### src/hw/rtl/utm_pkg.sv
// ----------------------------------------------------------------------------
// utm_pkg
// Shared types and constants of the UTF-8 text width measurer.
// ----------------------------------------------------------------------------
package utm_pkg;

  // glyph table geometry
  localparam int GLYPH_DEPTH = 256;
  localparam int IDX_W       = (GLYPH_DEPTH > 1) ? $clog2(GLYPH_DEPTH) : 1;
  localparam int CNT_W       = $clog2(GLYPH_DEPTH + 1);
  localparam int GCOUNT_W    = 9;
  localparam int N_W         = (CNT_W > GCOUNT_W) ? CNT_W : GCOUNT_W;

  // stream payload widths
  localparam int S_DATA_W = 40;
  localparam int M_DATA_W = 24;
  localparam int CFG_IDX_W  = 1;
  localparam int CFG_DATA_W = 9;

  // command queue between front and back
  localparam int QDEPTH = 4;
  localparam int Q_W    = $clog2(QDEPTH);

  // character codes
  localparam logic [15:0] QMARK     = 16'h003F;
  localparam logic [15:0] SPACE     = 16'h0020;
  localparam logic [15:0] WIDTH_MAX = 16'hFFFF;

  // utf-8 lead and continuation masks
  localparam logic [7:0] LEAD_ASCII_MASK = 8'h80;
  localparam logic [7:0] LEAD2_MASK      = 8'hE0;
  localparam logic [7:0] LEAD2_CODE      = 8'hC0;
  localparam logic [7:0] LEAD3_MASK      = 8'hF0;
  localparam logic [7:0] LEAD3_CODE      = 8'hE0;
  localparam logic [7:0] LEAD2_BITS      = 8'h1F;
  localparam logic [7:0] LEAD3_BITS      = 8'h0F;
  localparam logic [7:0] CONT_BITS       = 8'h3F;

  // reciprocal of three for an 8-bit value: (x * 171) >> 9
  localparam logic [16:0] THIRD_MUL   = 17'd171;
  localparam int          THIRD_SHIFT = 9;

  localparam logic [7:0] LINE_HEIGHT_RST = 8'd16;

  typedef enum logic [CFG_IDX_W-1:0] {
    CFG_GLYPH_COUNT = 1'b0,
    CFG_LINE_HEIGHT = 1'b1
  } cfg_reg_e;

  typedef enum logic {
    CMD_LOAD = 1'b0,
    CMD_TEXT = 1'b1
  } cmd_kind_e;

  typedef enum logic [1:0] {
    B_IDLE,
    B_START,
    B_PROBE,
    B_EMIT
  } back_state_e;

  // one queued command
  typedef struct packed {
    cmd_kind_e   kind;
    logic [7:0]  idx;     // load slot
    logic [15:0] code;    // code point or loaded glyph code
    logic [7:0]  adv;     // loaded glyph advance
    logic        has_cp;  // a complete code point is to be measured
    logic        trunc;   // string ended mid-sequence, add '?'
    logic        last;    // emit the total afterwards
  } cmd_t;

  // queue status
  typedef struct packed {
    logic         full;
    logic         empty;
    logic [Q_W:0] count;
  } fifo_stat_t;

endpackage

### src/hw/rtl/utm_cmd_fifo.sv
// ----------------------------------------------------------------------------
// utm_cmd_fifo
// Short command queue that lets the decoder and the search unit stall apart.
// ----------------------------------------------------------------------------
module utm_cmd_fifo import utm_pkg::*; (
  input  logic       clk_i,
  input  logic       rst_ni,
  input  logic       push_i,
  input  cmd_t       cmd_i,
  input  logic       pop_i,
  output cmd_t       cmd_o,
  output fifo_stat_t stat_o
);

  cmd_t           slot_q [QDEPTH];
  logic [Q_W-1:0] wr_ptr_q, rd_ptr_q;
  logic [Q_W:0]   count_q;
  logic           do_push, do_pop;

  assign stat_o.full  = (count_q == (Q_W + 1)'(QDEPTH));
  assign stat_o.empty = (count_q == '0);
  assign stat_o.count = count_q;
  assign do_push      = push_i && !stat_o.full;
  assign do_pop       = pop_i && !stat_o.empty;
  assign cmd_o        = slot_q[rd_ptr_q];

  // pointers and fill level
  always_ff @(posedge clk_i or negedge rst_ni) begin
    if (!rst_ni) begin
      wr_ptr_q <= '0;
      rd_ptr_q <= '0;
      count_q  <= '0;
    end else begin
      if (do_push) wr_ptr_q <= wr_ptr_q + 1'b1;
      if (do_pop)  rd_ptr_q <= rd_ptr_q + 1'b1;
      if (do_push && !do_pop)      count_q <= count_q + 1'b1;
      else if (!do_push && do_pop) count_q <= count_q - 1'b1;
    end
  end

  // storage
  always_ff @(posedge clk_i) begin
    if (do_push) slot_q[wr_ptr_q] <= cmd_i;
  end

endmodule

### config.mk
export PLATFORM = sky130hd
export DESIGN_NAME = utm_cmd_fifo
export DESIGN_NICKNAME = d
export VERILOG_FILES = /design/src/hw/rtl/utm_pkg.sv /design/src/hw/rtl/utm_cmd_fifo.sv
export SDC_FILE = /design/constraint.sdc
export NUM_CORES = 1
export LEC_CHECK = 0
export BUFFER_PORTS_ARGS = -buffer_cell sky130_fd_sc_hd__buf_2
export CELL_PAD_IN_SITES_DETAIL_PLACEMENT = 1
export CELL_PAD_IN_SITES_GLOBAL_PLACEMENT = 2
export CORE_MARGIN = 1
export CORE_UTILIZATION = 40
export CTS_CLUSTER_DIAMETER = 40
export DETAILED_ROUTE_END_ITERATION = 8
export PLACE_DENSITY_LB_ADDON = 0.1
export SLEW_MARGIN = 5
export SYNTH_ARGS = -nofsm -noshare
export SYNTH_HDL_FRONTEND = slang
export SYNTH_SLANG_ARGS = --single-unit
### constraint.sdc
create_clock -name clk_i -period 2.3 [get_ports clk_i]
set_clock_uncertainty 0.2 [all_clocks]
set_input_delay 0.115 -clock clk_i [delete_from_list [all_inputs] [get_ports clk_i]]
set_output_delay 0.115 -clock clk_i [all_outputs]
set_load 0.01 [all_outputs]
==> results of run 1 <==
-- repair_timing --
item                                    in CTS  in global routing
endpoints found under the setup margin       1                  1
endpoints found under the hold margin      153                  0
buffers inserted                             1                  0
hold buffers                                39                  0
resized for setup                            0                  3
-- per-stage QoR --
stage	power, mW	instance area (um2)	setup TNS [ns]	hold WS [ns]	std cells
after floorplan	5.623	5640	0	-0.3806	224
after global placement	6.630	6339	0	-0.2334	488
after detailed placement	6.669	6339	0	-0.2251	488
after CTS	9.074	7222	0	0.01398	560
after global routing	9.373	7232	-0.001239	0.05575	560
final	8.903	7232	0	0.03471	560
-- Yosys cell counts, drive strengths merged --
cell | count | share of area [%]
buf | 9 | 1.6
and2 | 4 | 0.44
fa | 1 | 0.36
mux4 | 36 | 14
ha | 5 | 1.1
edfxtp | 144 | 77
nand2 | 1 | 0.067
inv | 4 | 0.27
dfrtp | 7 | 3.1
xnor2 | 4 | 0.62
nor2 | 1 | 0.067
nand3 | 1 | 0.089
nor2b | 1 | 0.11
or3 | 1 | 0.11
nor3b | 1 | 0.22
mux2 | 2 | 0.40
xor2 | 2 | 0.31
-- worst paths after layout --
| check | depth (start not counted) | slack, ns | from | endpoint |
|---|---|---|---|---|
| worst max-delay path | 8 | 0.08 | count_q[0] | count_q[2] |
| worst min-delay path | 4 | 0.03 | push_i | wr_ptr_q[0] |
| worst max register to register | 8 | 0.08 | count_q[0] | count_q[2] |
| worst min register to register | 1 | 0.34 | count_q[2] | count_q[2] |
| max in group asynchronous | 3 | 1.09 | rst_ni | rd_ptr_q[1] |
| min in group asynchronous | 3 | 0.50 | rst_ni | wr_ptr_q[0] |
-- logic make-up after synthesis --
family,count (synthesis),synth area share [%]
simple gates,10,1.110
xor+xnor,6,0.9325
fa+ha+maj,6,1.465
flops,151,79.84
buf+inv,13,1.865
mux,38,14.79
-- routing by layer --
layer,global-route usage (%),vias up
li1,-,1220
met1,20.06,1381
met2,24.03,66
met3,4.953,14
met4,7.176,0
met5,0,-
-- layout make-up --
| type | instances | area (um2) | area share, % |
|---|---|---|---|
| Timing Repair Buffer | 133 | 958.4 | 13.25 |
| Clock inverter | 7 | 30.03 | 0.4152 |
| Inverter | 4 | 15.01 | 0.2076 |
| Clock buffer | 25 | 455.4 | 6.298 |
| Multi-Input combinational cell | 60 | 1046 | 14.46 |
| Tap cell | 180 | 225.2 | 3.114 |
| Sequential cell | 151 | 4502 | 62.25 |
-- sequential cells by signal, summed over array words and instances, names as in the netlist --
signal    count
slot_q      144
count_q       3
wr_ptr_q      2
rd_ptr_q      2
-- cell usage in the layout, fill, tap and decap left out, types with 3 or more instances in the layout --
| master | n |
|---|---|
| and2_2 | 4 |
| buf_12 | 5 |
| buf_2 | 80 |
| buf_4 | 9 |
| clkbuf_1 | 8 |
| clkbuf_16 | 17 |
| clkinv_1 | 4 |
| clkinv_2 | 3 |
| dfrtp_1 | 5 |
| dlygate4sd3_1 | 39 |
| edfxtp_1 | 144 |
| ha_1 | 4 |
| inv_1 | 4 |
| mux4_2 | 36 |
| xnor2_1 | 4 |
-- power breakdown --
part	leakage, nW	internal [mW]	total, mW	switching [mW]
logic	0.921	1.38	2.74	1.36
registers	1.40	3.65	3.86	0.206
clock network	0.237	1.36	2.31	0.954
total	2.56	6.38	8.90	2.52
-- critical path, delay by kind of cell (launching register included) --
family / cells / cell delay [ns]
buffers and inverters: 1 / 0.06
and+or+nand+nor: 3 / 0.62
xor gates and xnor gates: 2 / 0.32
DFF: 1 / 0.38
adders and majority gates: 2 / 0.57
==> flow_summary.toml, run 1 <==
[status]
status = "completed"

[drt]
highest_layer = "met4"
dr_wl_met2_um = 5076
post-route-drc-count = 0
first_pass_iters = 7
wl_met3_um = 433
finalWirelength_um = 10230
via_per_inst = 4.788
ant_nets = 0
drtIter0Drc = 116
vias = 2681
drt-wirelength-per-cell_um = 18.26
wl_met1_um = 4548

[timing]
fmax_ghz = 0.4508
drv_slew = 0
setup_viol = 0
fin_crit_sh_pct = 96.44
worst_pin_slew_ns = 0.4141
hold_viol_final = 0
setup_slack_ns = 0.08192
max-slew-margin-rel_pct = 72.39
fin_crit_ns = 2.218

[layout]
fill_cells = 1279
area_growth_pct = 28.33
layout-drive-gt1-share_pct = 42.63
antennaDiodeCount = 0
postLayoutCoreUtil_pct = 52.30
nNetsFinal = 413

[worst_setup_path]
crit_chain = "or3_4, nand2_2, ha_2, inv_1, fa_1, xor2_1, nor2_1, xor2_1"
cp-start-kind = "flip-flop"
crit_path_max_fanout = 3
path_class = "reg2reg"
crit_slowest_cell = "or3_4"
critPathArrivalTime_ns = 2.35
path_common_cell = "xor2_1"
required_ns = 2.43
critPathMaxStageDelay_ns = 0.40
worstSetupEndpointType = "flip-flop"

[placed_design]
dp_hpwl_um = 6135
gp_congestion = 0.6503
dp_slack_ns = 0.04569
portBuffers = 80

[floorplan]
start_util_pct = 40.76
core_um2 = 13830
die_w_um = 120.7
rows = 43
die_y_um = 120.7
num_io_pins = 81
die_area_um2 = 14570

[global_route]
grt_overflow = 0
grt_pass1_vias = 2833
grt_max_degree = 30
grt_pass1_wl_um = 15840
antenna_found_initial = 0
grt_util_all_layers_pct = 15.54

[cts]
clock_path_buffers = 2
clkLatencyLatePin_ns = 0.41
htreeDepth = 4
cts_buffers = 17
cts_tree = "yes"
cts_root_buffer = "clkbuf_16"
path_clk_slew_ns = 0.06
clock-sinks = 151

[synthesis]
syn_area_um2 = 5635
synth_fp_nets = 270
yosys.cell_types.count = 20
avgSynthCellArea_um2 = 25.16
synth-seq-area-share_pct = 79.84
syn_inst = 224
yosysWarningCount = 0
ys_ff_latch = 151

[min_path]
worstHoldPathType = "in2reg"

[power_and_ir_drop]
p_leak_nw = 2.557
power.density_nw_per_um2 = 1231
irDropWorstVdd_mv = 0.5417

[job]
drv_cap = 0
Power figures use the tool's default switching activity.
==> inputs of run 2 (changes only) <==
--- a/config.mk
+++ b/config.mk
@@ -5,7 +5,7 @@
 export SDC_FILE = /design/constraint.sdc
 export NUM_CORES = 1
 export LEC_CHECK = 0
-export BUFFER_PORTS_ARGS = -buffer_cell sky130_fd_sc_hd__buf_2
+export BUFFER_PORTS_ARGS = -buffer_cell sky130_fd_sc_hd__buf_4
 export CELL_PAD_IN_SITES_DETAIL_PLACEMENT = 1
 export CELL_PAD_IN_SITES_GLOBAL_PLACEMENT = 2
 export CORE_MARGIN = 1
==> run 2 against run 1 <==
Combinational power rose by 12%; maximum frequency rose by 1.0%; clock power rose by 15%; cell area rose by 4.6%; register-to-register slack improved by 0.05 ns; critical path type is now reg2out.
==> flow_summary.toml, run 2 (synthesis results as in run 1) <==
[timing]
whs_ns = 0.09446
fin_crit_ns = 2.196
setup_viol = 0
max-slew-margin-rel_pct = 70.44
hold_viol_final = 0
setup_slack_ns = 0.1040
fin_crit_sh_pct = 95.48
worst_pin_slew_ns = 0.4434
fmax_ghz = 0.4554
finalSetupTns_ns = 0
drv_slew = 0
rsz0062_at_grt = "no"

[power_and_ir_drop]
swShare_pct = 27.24
seqPwrFrac_pct = 40.7
internal_power_mw = 6.999
power.density_nw_per_um2 = 1272
pwr-share-comb_pct = 31.8
p_leak_nw = 2.673
power_mw = 9.619
irDropWorstVdd_mv = 0.5232
power_frac_clock_pct = 27.5
p_switching_mw = 2.620

[floorplan]
die_w_um = 120.7
die_area_um2 = 14570
rows = 43
die_y_um = 120.7
num_io_pins = 81
core_um2 = 13830
start_util_pct = 40.76

[placed_design]
portBuffers = 80
dp_hpwl_um = 6398
dp_slack_ns = 0.02506
dp.cells = 486
gp_congestion = 0.6541
placed_cell_area_um2 = 6561

[drt]
first_pass_iters = 4
via_per_inst = 4.855
drt-wirelength-per-cell_um = 18.99
drtIter0Drc = 126
vias = 2709
finalWirelength_um = 10600
post-route-drc-count = 0
ant_nets = 0

[global_route]
grt_overflow = 0
grt_util_all_layers_pct = 16.19
antenna_found_initial = 0
grt_pass1_wl_um = 16710
grt_max_degree = 37
grt_pass1_vias = 3049

[layout]
layout-drive-gt1-share_pct = 44.97
largest_reg_flops = 144
antennaDiodeCount = 0
area_growth_pct = 34.24
postLayoutCoreUtil_pct = 54.71
layout_commonest_cell = "edfxtp_1"
stdcell_area_um2 = 7565
reg_top3 = "slot_q: 144 flops, count_q: 3 flops"
top_register = "slot_q"
nNetsFinal = 411
fin_cells = 558
final_cell_mix = "144 x edfxtp_1, 84 x buf_4, 39 x dlygate4sd3_1"

[worst_setup_path]
reg2reg_setup_slack_ns = 0.13
path_class = "reg2out"
crit_path_max_fanout = 11
required_ns = 1.99
cp-start-kind = "flip-flop"
worstSetupEndpointType = "output pin"
ff2ff_path_depth = 8
critPathArrivalTime_ns = 1.88

[cts]
clock-sinks = 151
htreeDepth = 4
path_clk_slew_ns = 0.06
clkLatencyLatePin_ns = 0.41
clock_path_buffers = 2
cts_root_buffer = "clkbuf_16"
cts_tree = "yes"
cts_buffers = 17

[job]
drv_cap = 0

[min_path]
min_path_cells = 4
worstHoldPathType = "in2reg"

[status]
status = "completed"
-- run 2: path summary, 6_finish.rpt --
| check | endpoint | from |
|---|---|---|
| worst max register to register | count_q[2] | count_q[0] |
| max in group asynchronous | rd_ptr_q[0] | rst_ni |
| worst min-delay path | wr_ptr_q[0] | push_i |
| worst min register to register | wr_ptr_q[1] | wr_ptr_q[1] |
| min in group asynchronous | count_q[0] | rst_ni |
| worst max-delay path | cmd_o[13] | rd_ptr_q[0] |
-- run 2: per-layer routing --
layer  global-route usage (%)  wire [um]
met3                    4.811        379
met5                        0          0
met2                    27.16       5525
met4                    6.481         95
met1                    19.64       4599
-- run 2: area by class of cell --
cell class / instances / area (um2)
clock buffer: 25 / 515.5
clock inverter: 7 / 67.56
fill: 1209 / 6262
multi-input combinational: 60 / 1056
sequential: 151 / 4504
inverter: 4 / 15.01
tap: 180 / 225.2
timing repair buffer: 131 / 1181
-- run 2: timing repair --
action,in CTS,in global routing
pin swaps,0,1
buffers inserted,1,0
cloned,0,0
hold buffers,39,0
endpoints found under the setup margin,2,1
resized for setup,2,3
endpoints found under the hold margin,154,0
-- run 2: worst max-delay path, stage by stage (launching register included) --
cell	delay, ns
dfrtp_4	0.58
buf_12	0.20
mux4_2	0.53
buf_4	0.16
-- run 2: power groups by stage --
stage	logic, mW	clock network, mW	registers [mW]
floorplan	1.79	0	3.83
global placement	3.04	0	3.94
detailed placement	3.06	0	3.98
CTS	3.13	2.72	3.92
global route	3.32	2.83	3.97
finish	3.06	2.65	3.91
