$ cat src/hw/rtl/utm_pkg.sv
// ----------------------------------------------------------------------------
// utm_pkg
// Shared types and constants of the UTF-8 text width measurer.
// ----------------------------------------------------------------------------
package utm_pkg;

  // glyph table geometry
  localparam int GLYPH_DEPTH = 256;
  localparam int IDX_W       = (GLYPH_DEPTH > 1) ? $clog2(GLYPH_DEPTH) : 1;
  localparam int CNT_W       = $clog2(GLYPH_DEPTH + 1);
  localparam int GCOUNT_W    = 9;
  localparam int N_W         = (CNT_W > GCOUNT_W) ? CNT_W : GCOUNT_W;

  // stream payload widths
  localparam int S_DATA_W = 40;
  localparam int M_DATA_W = 24;
  localparam int CFG_IDX_W  = 1;
  localparam int CFG_DATA_W = 9;

  // command queue between front and back
  localparam int QDEPTH = 4;
  localparam int Q_W    = $clog2(QDEPTH);

  // character codes
  localparam logic [15:0] QMARK     = 16'h003F;
  localparam logic [15:0] SPACE     = 16'h0020;
  localparam logic [15:0] WIDTH_MAX = 16'hFFFF;

  // utf-8 lead and continuation masks
  localparam logic [7:0] LEAD_ASCII_MASK = 8'h80;
  localparam logic [7:0] LEAD2_MASK      = 8'hE0;
  localparam logic [7:0] LEAD2_CODE      = 8'hC0;
  localparam logic [7:0] LEAD3_MASK      = 8'hF0;
  localparam logic [7:0] LEAD3_CODE      = 8'hE0;
  localparam logic [7:0] LEAD2_BITS      = 8'h1F;
  localparam logic [7:0] LEAD3_BITS      = 8'h0F;
  localparam logic [7:0] CONT_BITS       = 8'h3F;

  // reciprocal of three for an 8-bit value: (x * 171) >> 9
  localparam logic [16:0] THIRD_MUL   = 17'd171;
  localparam int          THIRD_SHIFT = 9;

  localparam logic [7:0] LINE_HEIGHT_RST = 8'd16;

  typedef enum logic [CFG_IDX_W-1:0] {
    CFG_GLYPH_COUNT = 1'b0,
    CFG_LINE_HEIGHT = 1'b1
  } cfg_reg_e;

  typedef enum logic {
    CMD_LOAD = 1'b0,
    CMD_TEXT = 1'b1
  } cmd_kind_e;

  typedef enum logic [1:0] {
    B_IDLE,
    B_START,
    B_PROBE,
    B_EMIT
  } back_state_e;

  // one queued command
  typedef struct packed {
    cmd_kind_e   kind;
    logic [7:0]  idx;     // load slot
    logic [15:0] code;    // code point or loaded glyph code
    logic [7:0]  adv;     // loaded glyph advance
    logic        has_cp;  // a complete code point is to be measured
    logic        trunc;   // string ended mid-sequence, add '?'
    logic        last;    // emit the total afterwards
  } cmd_t;

  // queue status
  typedef struct packed {
    logic         full;
    logic         empty;
    logic [Q_W:0] count;
  } fifo_stat_t;

endpackage

$ cat src/hw/rtl/utm_front.sv
// ----------------------------------------------------------------------------
// utm_front
// Accepts input items, decodes UTF-8 bytes and queues lookup or load commands.
// ----------------------------------------------------------------------------
module utm_front import utm_pkg::*; (
  input  logic                clk_i,
  input  logic                rst_ni,
  input  logic                s_tvalid_i,
  output logic                s_tready_o,
  input  logic [S_DATA_W-1:0] s_tdata_i,
  input  logic                s_tuser_i,
  input  logic                s_tlast_i,
  output logic                push_o,
  output cmd_t                cmd_o,
  input  logic                full_i
);

  logic [1:0]  pend_q, pend_d;
  logic [15:0] part_q, part_d;
  logic        acc;
  logic [7:0]  in_idx, in_adv, in_byte;
  logic [15:0] in_code;
  logic [1:0]  pend_nx;

  assign s_tready_o = !full_i;
  assign acc        = s_tvalid_i && !full_i;

  assign in_idx  = s_tdata_i[7:0];
  assign in_code = s_tdata_i[23:8];
  assign in_adv  = s_tdata_i[31:24];
  assign in_byte = s_tdata_i[39:32];

  // decode one item into a command
  always_comb begin
    pend_d  = pend_q;
    part_d  = part_q;
    pend_nx = pend_q;
    push_o  = 1'b0;
    cmd_o   = '0;
    cmd_o.idx  = in_idx;
    cmd_o.adv  = in_adv;
    cmd_o.code = in_code;
    if (acc) begin
      if (cmd_kind_e'(s_tuser_i) == CMD_LOAD) begin
        cmd_o.kind = CMD_LOAD;
        push_o     = (int'(in_idx) < GLYPH_DEPTH);
      end else begin
        cmd_o.kind = CMD_TEXT;
        push_o     = 1'b1;
        if (pend_q == 2'd0) begin
          priority if ((in_byte & LEAD_ASCII_MASK) == 8'h00) begin
            cmd_o.has_cp = 1'b1;
            cmd_o.code   = {8'h00, in_byte};
          end else if ((in_byte & LEAD2_MASK) == LEAD2_CODE) begin
            part_d  = {5'd0, in_byte[4:0] & LEAD2_BITS[4:0], 6'd0};
            pend_nx = 2'd1;
          end else if ((in_byte & LEAD3_MASK) == LEAD3_CODE) begin
            part_d  = {in_byte[3:0] & LEAD3_BITS[3:0], 12'd0};
            pend_nx = 2'd2;
          end else begin
            cmd_o.has_cp = 1'b1;
            cmd_o.code   = QMARK;
          end
        end else if (pend_q == 2'd2) begin
          part_d  = part_q | {4'd0, in_byte[5:0] & CONT_BITS[5:0], 6'd0};
          pend_nx = 2'd1;
        end else begin
          cmd_o.has_cp = 1'b1;
          cmd_o.code   = part_q | {10'd0, in_byte[5:0] & CONT_BITS[5:0]};
          pend_nx      = 2'd0;
        end
        pend_d = pend_nx;
        // end of string resets the decoder
        if (s_tlast_i) begin
          cmd_o.last  = 1'b1;
          cmd_o.trunc = (pend_nx != 2'd0);
          pend_d      = 2'd0;
          part_d      = '0;
        end
      end
    end
  end

  // decoder state
  always_ff @(posedge clk_i or negedge rst_ni) begin
    if (!rst_ni) begin
      pend_q <= 2'd0;
      part_q <= '0;
    end else begin
      pend_q <= pend_d;
      part_q <= part_d;
    end
  end

endmodule

$ cat config.mk
export PLATFORM = sky130hd
export DESIGN_NAME = utm_front
export DESIGN_NICKNAME = d
export VERILOG_FILES = /design/src/hw/rtl/utm_pkg.sv /design/src/hw/rtl/utm_front.sv
export SDC_FILE = /design/constraint.sdc
export NUM_CORES = 1
export LEC_CHECK = 0
export BUFFER_PORTS_ARGS = -buffer_cell sky130_fd_sc_hd__buf_2
export CAP_MARGIN = 20
export CORE_MARGIN = 3
export CORE_UTILIZATION = 39
export DETAILED_ROUTE_END_ITERATION = 8
export GPL_TIMING_DRIVEN = 1
export PLACE_DENSITY = 0.89
export SLEW_MARGIN = 20
export SYNTH_ARGS = -nofsm -noshare
export SYNTH_HDL_FRONTEND = slang
export SYNTH_SLANG_ARGS = --single-unit
$ cat constraint.sdc
create_clock -name clk_i -period 5.8 [get_ports clk_i]
set_clock_uncertainty 0.2 [all_clocks]
set_input_delay 1.74 -clock clk_i [delete_from_list [all_inputs] [get_ports clk_i]]
set_output_delay 1.74 -clock clk_i [all_outputs]
set_load 0.01 [all_outputs]
==> impl_metrics.ini, run 1 <==
[clock_tree]
cts_hold_repair.buffers = 0
clock_buffer_count_from_cts = 3
clock_sinks = 12
clk_transition_reported_paths_ns = 0.07
cts.repair.resized = 0
clockRootBuffer = clkbuf_4
clock_latency_ns = 0.27
cts-root-to-sink-buffers = 2
cts_tree = done
total_number_of_h_tree_levels = 1
post_cts_setup_buffers = 0

[synth]
total_standard_cell_area_after_synthesis_um2 = 892.1
top_area_cells_in_the_synthesized_netlist = dfrtp_1 (34%), a22o_1 (14%), buf_4 (13%), o22a_1 (4.9%), a22o_2 (4.5%)
netlist.area_leader.share_pct = 33.66
yosys_warnings = 0
post_synth_most_frequent_cells = buf_4 (16), a22o_1 (14), dfrtp_1 (12)
library_cell_with_the_highest_instance_count_after_synthesis = buf_4
synth.largest_area_cell = dfrtp_1
ys_dominant_reg_cell = dfrtp_1
mappedNetlistNets = 129
synth_cells = 83
synth_async_sr_flop_share_pct = 100.0
synth-seq-cells = 12
number_of_flops_mapped_to_enable_cells_by_yosys = 0
synth_seq_area_share_pct = 33.66
syn_area_per_cell_um2 = 10.75
synth_cell_types = 32

[outcome]
outcome = finished clean

[setup_path]
cp_data_arrival_time_ns = 2.95
setup.worst_path.class = in -> out
worst_path_cell_chain = buf_2 -> nand2_1 -> a31oi_1 -> o21ai_4 -> inv_2 -> o22a_1 -> buf_2
worstSetupStartpointType = input pin
cpMostUsedCell = buf_2
crit_path_max_incr_delay_ns = 0.32
critical_path.n_buffers_inverters = 3
crit_required_ns = 3.86
r2r_setup_slack_ns = 4.09
setup.worst_path.end_class = output pin
worst_path_max_delay_cell = o21ai_4
critical_path.top_delay_family = compound AO/OA/AOI/OAI gates
critical_path_peak_fanout = 10

[sta]
tns_ns = 0
worst_hold_slack_ns = 0.3031
finalCritPeriodShare_pct = 84.34
actual_slew_at_the_worst_max_slew_pin_ns = 0.6317
layout_setup_ws_ns = 0.9084
final_setup_violations = 0
unrepaired_setup_endpoints_after_global_routing = no
timing_hold_violations_final = 0
max_slew_margin_pct = 57.54
timing_max_transition_violations_final = 0
period_needed_ns = 4.892
maxClockFrequency_mhz = 204.4

[grt]
grt_first_pass_wirelength_mm = 3.622
antenna_found_initial = 0
largest_net_degree_at_the_start_of_global_routing = 13
grt-ovfl-total = 0
grt_pass1_vias = 797
grt_util_all_layers_pct = 17.33

[drt]
vias_per_cell = 5.776
avgRoutedWirePerCell_um = 17.08
dr.first_iter.drc_count = 23
via_count = 849
wl_mm = 2.511
drt.antenna.violating_nets = 0
drt-pass1-iter-count = 4
drc = 0

[place]
pre_cts_ws_ns = 0.9203
placed_cells_incl_taps = 144
place.gp.congestion = 0.8622
post_dp_cell_area_um2 = 1056
portBuffers = 51

[power]
power.ir.vdd_worst_mv = 0.08003
leakagePower_nw = 0.5990
total_power_per_unit_cell_area_nw_per_um2 = 183.6

[die]
initial_utilization_pct = 43.26
ios = 84
row_count = 16
floorplan.die.height_um = 53.83
die_area_um2 = 2897
overall_die_width_um = 53.83
core_region_area_um2 = 2062

[layout]
area.growth.synth_to_final_pct = 20.90
finish.instance_area_um2 = 1079
finish.net_count = 168
layout.filler_cells = 190
layoutNonFillerInstCount = 147
drive_gt1_share_pct = 60.00
antenna_cells = 0

[flow_run]
max_cap_viol_count = 0

[worst_hold_path]
hold_class = reg -> reg
[path summary, 6_finish.rpt]
kind / depth (start not counted) / start / endpoint
min reg2reg: 1 / part_q[11] / part_q[11]
max: 7 / s_tdata_i[36] / cmd_o[15]
max reg2reg: 4 / pend_q[0] / part_q[6]
min: 1 / part_q[11] / part_q[11]
max in group asynchronous: 1 / rst_ni / part_q[12]
min in group asynchronous: 1 / rst_ni / part_q[10]
[routing by layer]
layer | track usage (%) | part of all wire, %
met1 | 19.49 | 36
met5 | 0 | 0
met2 | 31.65 | 53
met4 | 6.809 | 1.1
met3 | 3.324 | 10
[power breakdown]
group / total, mW / internal, mW / switching, mW
clock: 0.0509 / 0.0240 / 0.0269
combinational: 0.0549 / 0.0271 / 0.0278
sequential: 0.0921 / 0.0882 / 0.00399
[registers in the layout, indices dropped and copies added, names as in the netlist]
register	cells
pend_q	2
part_q	10
[area by class of cell]
class	count	area (um^2)	area share (%)
inverter	5	18.77	1.740
tap	27	33.78	3.132
clock buffer	3	22.52	2.088
timing repair buffer	51	255.2	23.67
sequential	12	300.3	27.84
multi-input combinational	49	447.9	41.53
[stage by stage]
step / total power, mW / util [%]
final: 0.1980 / 52.31
after global routing: 0.2077 / 52.31
after CTS: 0.1986 / 52.31
after detailed placement: 0.1488 / 51.21
after global placement: 0.1469 / 51.21
after floorplan: 0.1324 / -
[worst register-to-register path: cells and delay by family (launching register included)]
family,cells,cell delay [ns]
DFF,1,0.50
AOI/OAI and AO/OA,3,0.59
and+or+nand+nor,1,0.31
[placed cells by master (no fill, tap or decap)]
master / Yosys / final
or3_4: 1 / 1
a31oi_1: 2 / 2
o22a_1: 5 / 5
dfrtp_1: 12 / 12
a21o_2: 1 / 1
nand3b_4: 1 / 1
nor2_2: 1 / 1
o21ai_2: 1 / 1
inv_2: 2 / 2
buf_2: 1 / 51
a21o_1: 1 / 1
nor4_2: 1 / 1
o21ai_4: 1 / 1
a22o_1: 14 / 14
o21ai_1: 1 / 1
o21a_1: 1 / 1
nor2_1: 1 / 1
a32oi_1: 1 / 1
nor2b_1: 1 / 1
a31o_2: 1 / 1
and3_1: 2 / 2
nor4_1: 1 / 1
nor3_4: 1 / 1
o22a_2: 1 / 1
o21ai_0: 1 / 1
nand2_1: 1 / 1
clkbuf_4: 0 / 3
a22oi_1: 1 / 1
inv_1: 3 / 3
a22o_2: 4 / 4
a21oi_2: 1 / 1
nand4bb_4: 1 / 1
[kinds of logic after synthesis]
group / count (synthesis) / share of synthesized area [%]
and+or+nand+nor: 12 / 14.17
buffers and inverters: 22 / 16.13
DFF: 12 / 33.66
AOI/OAI and AO/OA: 37 / 36.05
(Power assumes the default switching activity.)
==> run 2, diff against run 1 <==
Settings changed: ABC_AREA set to 1, PLACE_DENSITY 0.89 to 0.81.
Clock period 5.8 ns to 4 ns, I/O delays scaled along.
==> run 2 against run 1 <==
  * Sequential power increased by 78%
  * Clock power is 91% higher
  * Wire length grew 32%
  * Non-clock buffer count grew 2
  * Sequential cell count did not move
  * Register-to-register slack lost 1.9 ns
==> impl_metrics.ini, run 2 <==
[sta]
period_needed_ns = 3.694
max_slew_margin_pct = 50.05
finalCritPeriodShare_pct = 92.34
tns_ns = 0
final_setup_violations = 0
unrepaired_setup_endpoints_after_global_routing = no
timing_max_transition_violations_final = 0
maxClockFrequency_mhz = 270.7
actual_slew_at_the_worst_max_slew_pin_ns = 0.7493
timing_hold_violations_final = 0

[setup_path]
cp_num_cells = 9
worst_path_max_delay_cell = buf_4
cpMostUsedCell = buf_2
critical_path.top_delay_family = buffers and inverters
critical_path.n_buffers_inverters = 4
worstSetupStartpointType = input pin
setup.worst_path.class = in -> out
cp_data_arrival_time_ns = 2.29
r2r.worst_path.cells = 6
setup.worst_path.end_class = output pin
crit_path_max_incr_delay_ns = 0.22
crit_required_ns = 2.60
critical_path_peak_fanout = 13
worst_path_cell_chain = buf_2 -> inv_2 -> nand2_2 -> nor2_8 -> nand2_4 -> a21oi_2 -> buf_4 -> o21ai_2 -> buf_2

[die]
ios = 84
floorplan.die.height_um = 64.89
die_area_um2 = 4211
initial_utilization_pct = 42.56
core_region_area_um2 = 3178
row_count = 20
overall_die_width_um = 64.89

[grt]
global_route.usage.met3_pct = 2.773
grt_util_all_layers_pct = 16.48
grt.met2_usage_pct = 27.33
top_usage_layer = met2
largest_net_degree_at_the_start_of_global_routing = 19
grt_pass1_vias = 1240
met1_track_usage_gr_pct = 21.08
grt-ovfl-total = 0
antenna_found_initial = 0
grt_first_pass_wirelength_mm = 5.506

[synth]
post_synth_most_frequent_cells = nand2_1 (71), inv_1 (32), nand3_1 (22)
synth_cell_types = 26
ys_dominant_reg_cell = dfrtp_1
yosys-mux-area-fraction_pct = 0
library_cell_with_the_highest_instance_count_after_synthesis = nand2_1
synth.largest_area_cell = dfrtp_1
total_standard_cell_area_after_synthesis_um2 = 1353
synth-seq-cells = 12
synth_async_sr_flop_share_pct = 100.0
synth_adder_area_share_pct = 0
synth_compound_area_share_pct = 14.34
synth-xor-area-share_pct = 0
synthSimpleGateAreaFrac_pct = 41.44
netlist.area_leader.share_pct = 22.20
yosys_warnings = 0
mappedNetlistNets = 265
synth_top_family_by_area = simple AND/OR/NAND/NOR gates
synth_seq_area_share_pct = 22.20
syn_area_per_cell_um2 = 6.176
synth_cells = 219
top_area_cells_in_the_synthesized_netlist = dfrtp_1 (22%), nand2_1 (20%), buf_4 (8.9%), inv_1 (8.9%), nand3_1 (8.1%)
number_of_flops_mapped_to_enable_cells_by_yosys = 0

[outcome]
outcome = finished clean

[power]
leakagePower_nw = 0.9100
power.ir.vdd_worst_mv = 0.1455
total_power_per_unit_cell_area_nw_per_um2 = 281.2

[layout]
drive_gt1_share_pct = 32.55
sequential_cell_area_um2 = 300.3
finish.instance_area_um2 = 1556
mostFrequentLayoutCell = nand2_1
area_of_the_multi_input_gates_um2 = 754.5
finish.net_count = 302
largest_registers = part_q: 10 flops, pend_q: 2 flops
layout.filler_cells = 356
largest-register = part_q
layoutNonFillerInstCount = 299
layout.cells.most_common_list = nand2_1 (71), buf_2 (51), inv_1 (32), nand3_1 (22), nor2_1 (21)
area.growth.synth_to_final_pct = 15.08
largest_register_ffs = 10
antenna_cells = 0

[clock_tree]
clockRootBuffer = clkbuf_4
clk_transition_reported_paths_ns = 0.07
cts-root-to-sink-buffers = 2
cts_tree = done
clock_sinks = 12
clock_latency_ns = 0.27
cts.repair.resized = 0
cts_hold_repair.buffers = 0
clock_buffer_count_from_cts = 3
post_cts_setup_buffers = 0
total_number_of_h_tree_levels = 1

[worst_hold_path]
worst_hold_path.num_cells = 2
hold_class = reg -> reg

[place]
portBuffers = 51
detailed_place_hpwl_mm = 2.609
place.gp.congestion = 0.8474
post_dp_cell_area_um2 = 1520
placed_cells_incl_taps = 295

[drt]
drt.antenna.violating_nets = 0
avgRoutedWirePerCell_um = 11.07
wl_mm = 3.310
drt-pass1-iter-count = 4
vias_per_cell = 4.632
via_count = 1385
drc = 0
dr.first_iter.drc_count = 56

[flow_run]
max_cap_viol_count = 0
==> run 2: cell count changes after synthesis, moves of 3 or more <==
cell	delta
nor2_1	+20
nand2_2	+3
o22a_1	-5
nand3_1	+22
a22o_2	-4
o21ai_2	+8
inv_1	+29
nand2_1	+70
a22o_1	-14
a21oi_1	+6
==> run 2: final cells by class <==
| class | instances | share of cell area (%) |
|---|---|---|
| inverters | 36 | 9.003 |
| repair buffers | 53 | 17.36 |
| multi-input cells | 150 | 48.47 |
| well taps | 44 | 3.537 |
| flip-flops and latches | 12 | 19.29 |
| clock buffers | 4 | 2.331 |
==> run 2: metal layers <==
layer / part of all wire (%) / wire (um)
met1: 45 / 1482
met2: 47 / 1558
met3: 6.9 / 228
met4: 1.2 / 40
met5: 0 / 0
==> run 2: worst paths after layout <==
check | from | slack (ns) | to
min in group asynchronous | rst_ni | 0.60 | part_q[9]
min | part_q[6] | 0.28 | part_q[6]
max | full_i | 0.31 | cmd_o[21]
max reg2reg | pend_q[0] | 2.17 | part_q[8]
max in group asynchronous | rst_ni | 2.77 | pend_q[0]
min reg2reg | part_q[6] | 0.28 | part_q[6]
==> run 2: power breakdown <==
| part | internal [mW] | total (mW) | switching (mW) |
|---|---|---|---|
| Sequential | 0.139 | 0.164 | 0.0242 |
| Clock | 0.0553 | 0.0971 | 0.0418 |
| Combinational | 0.0678 | 0.177 | 0.109 |
| Total | 0.263 | 0.438 | 0.175 |
==> run 2: worst register-to-register path: stages, from the launching register on <==
cell and delay (ns):
dfrtp_1 0.66, nor2_4 0.37, nand2_1 0.12, nand2_1 0.17
nor2_1 0.06, nand3_1 0.08, nand2_1 0.06
==> run 2: per-stage QoR <==
stage	worst slack, ns	hold WS [ns]	util, %	power [mW]
after floorplan	0.5183	0.2491	-	0.3048
after global placement	0.3360	0.2659	47.83	0.3386
after detailed placement	0.3029	0.2663	47.83	0.3423
after CTS	0.3008	0.2876	48.98	0.4418
after global routing	0.1967	0.3105	48.98	0.4757
final	0.3063	0.2844	48.98	0.4376
==> run 2: cell families after synthesis <==
family | Yosys count
and+or+nand+nor | 125
buffers and inverters | 57
AOI/OAI and AO/OA | 25
DFF | 12
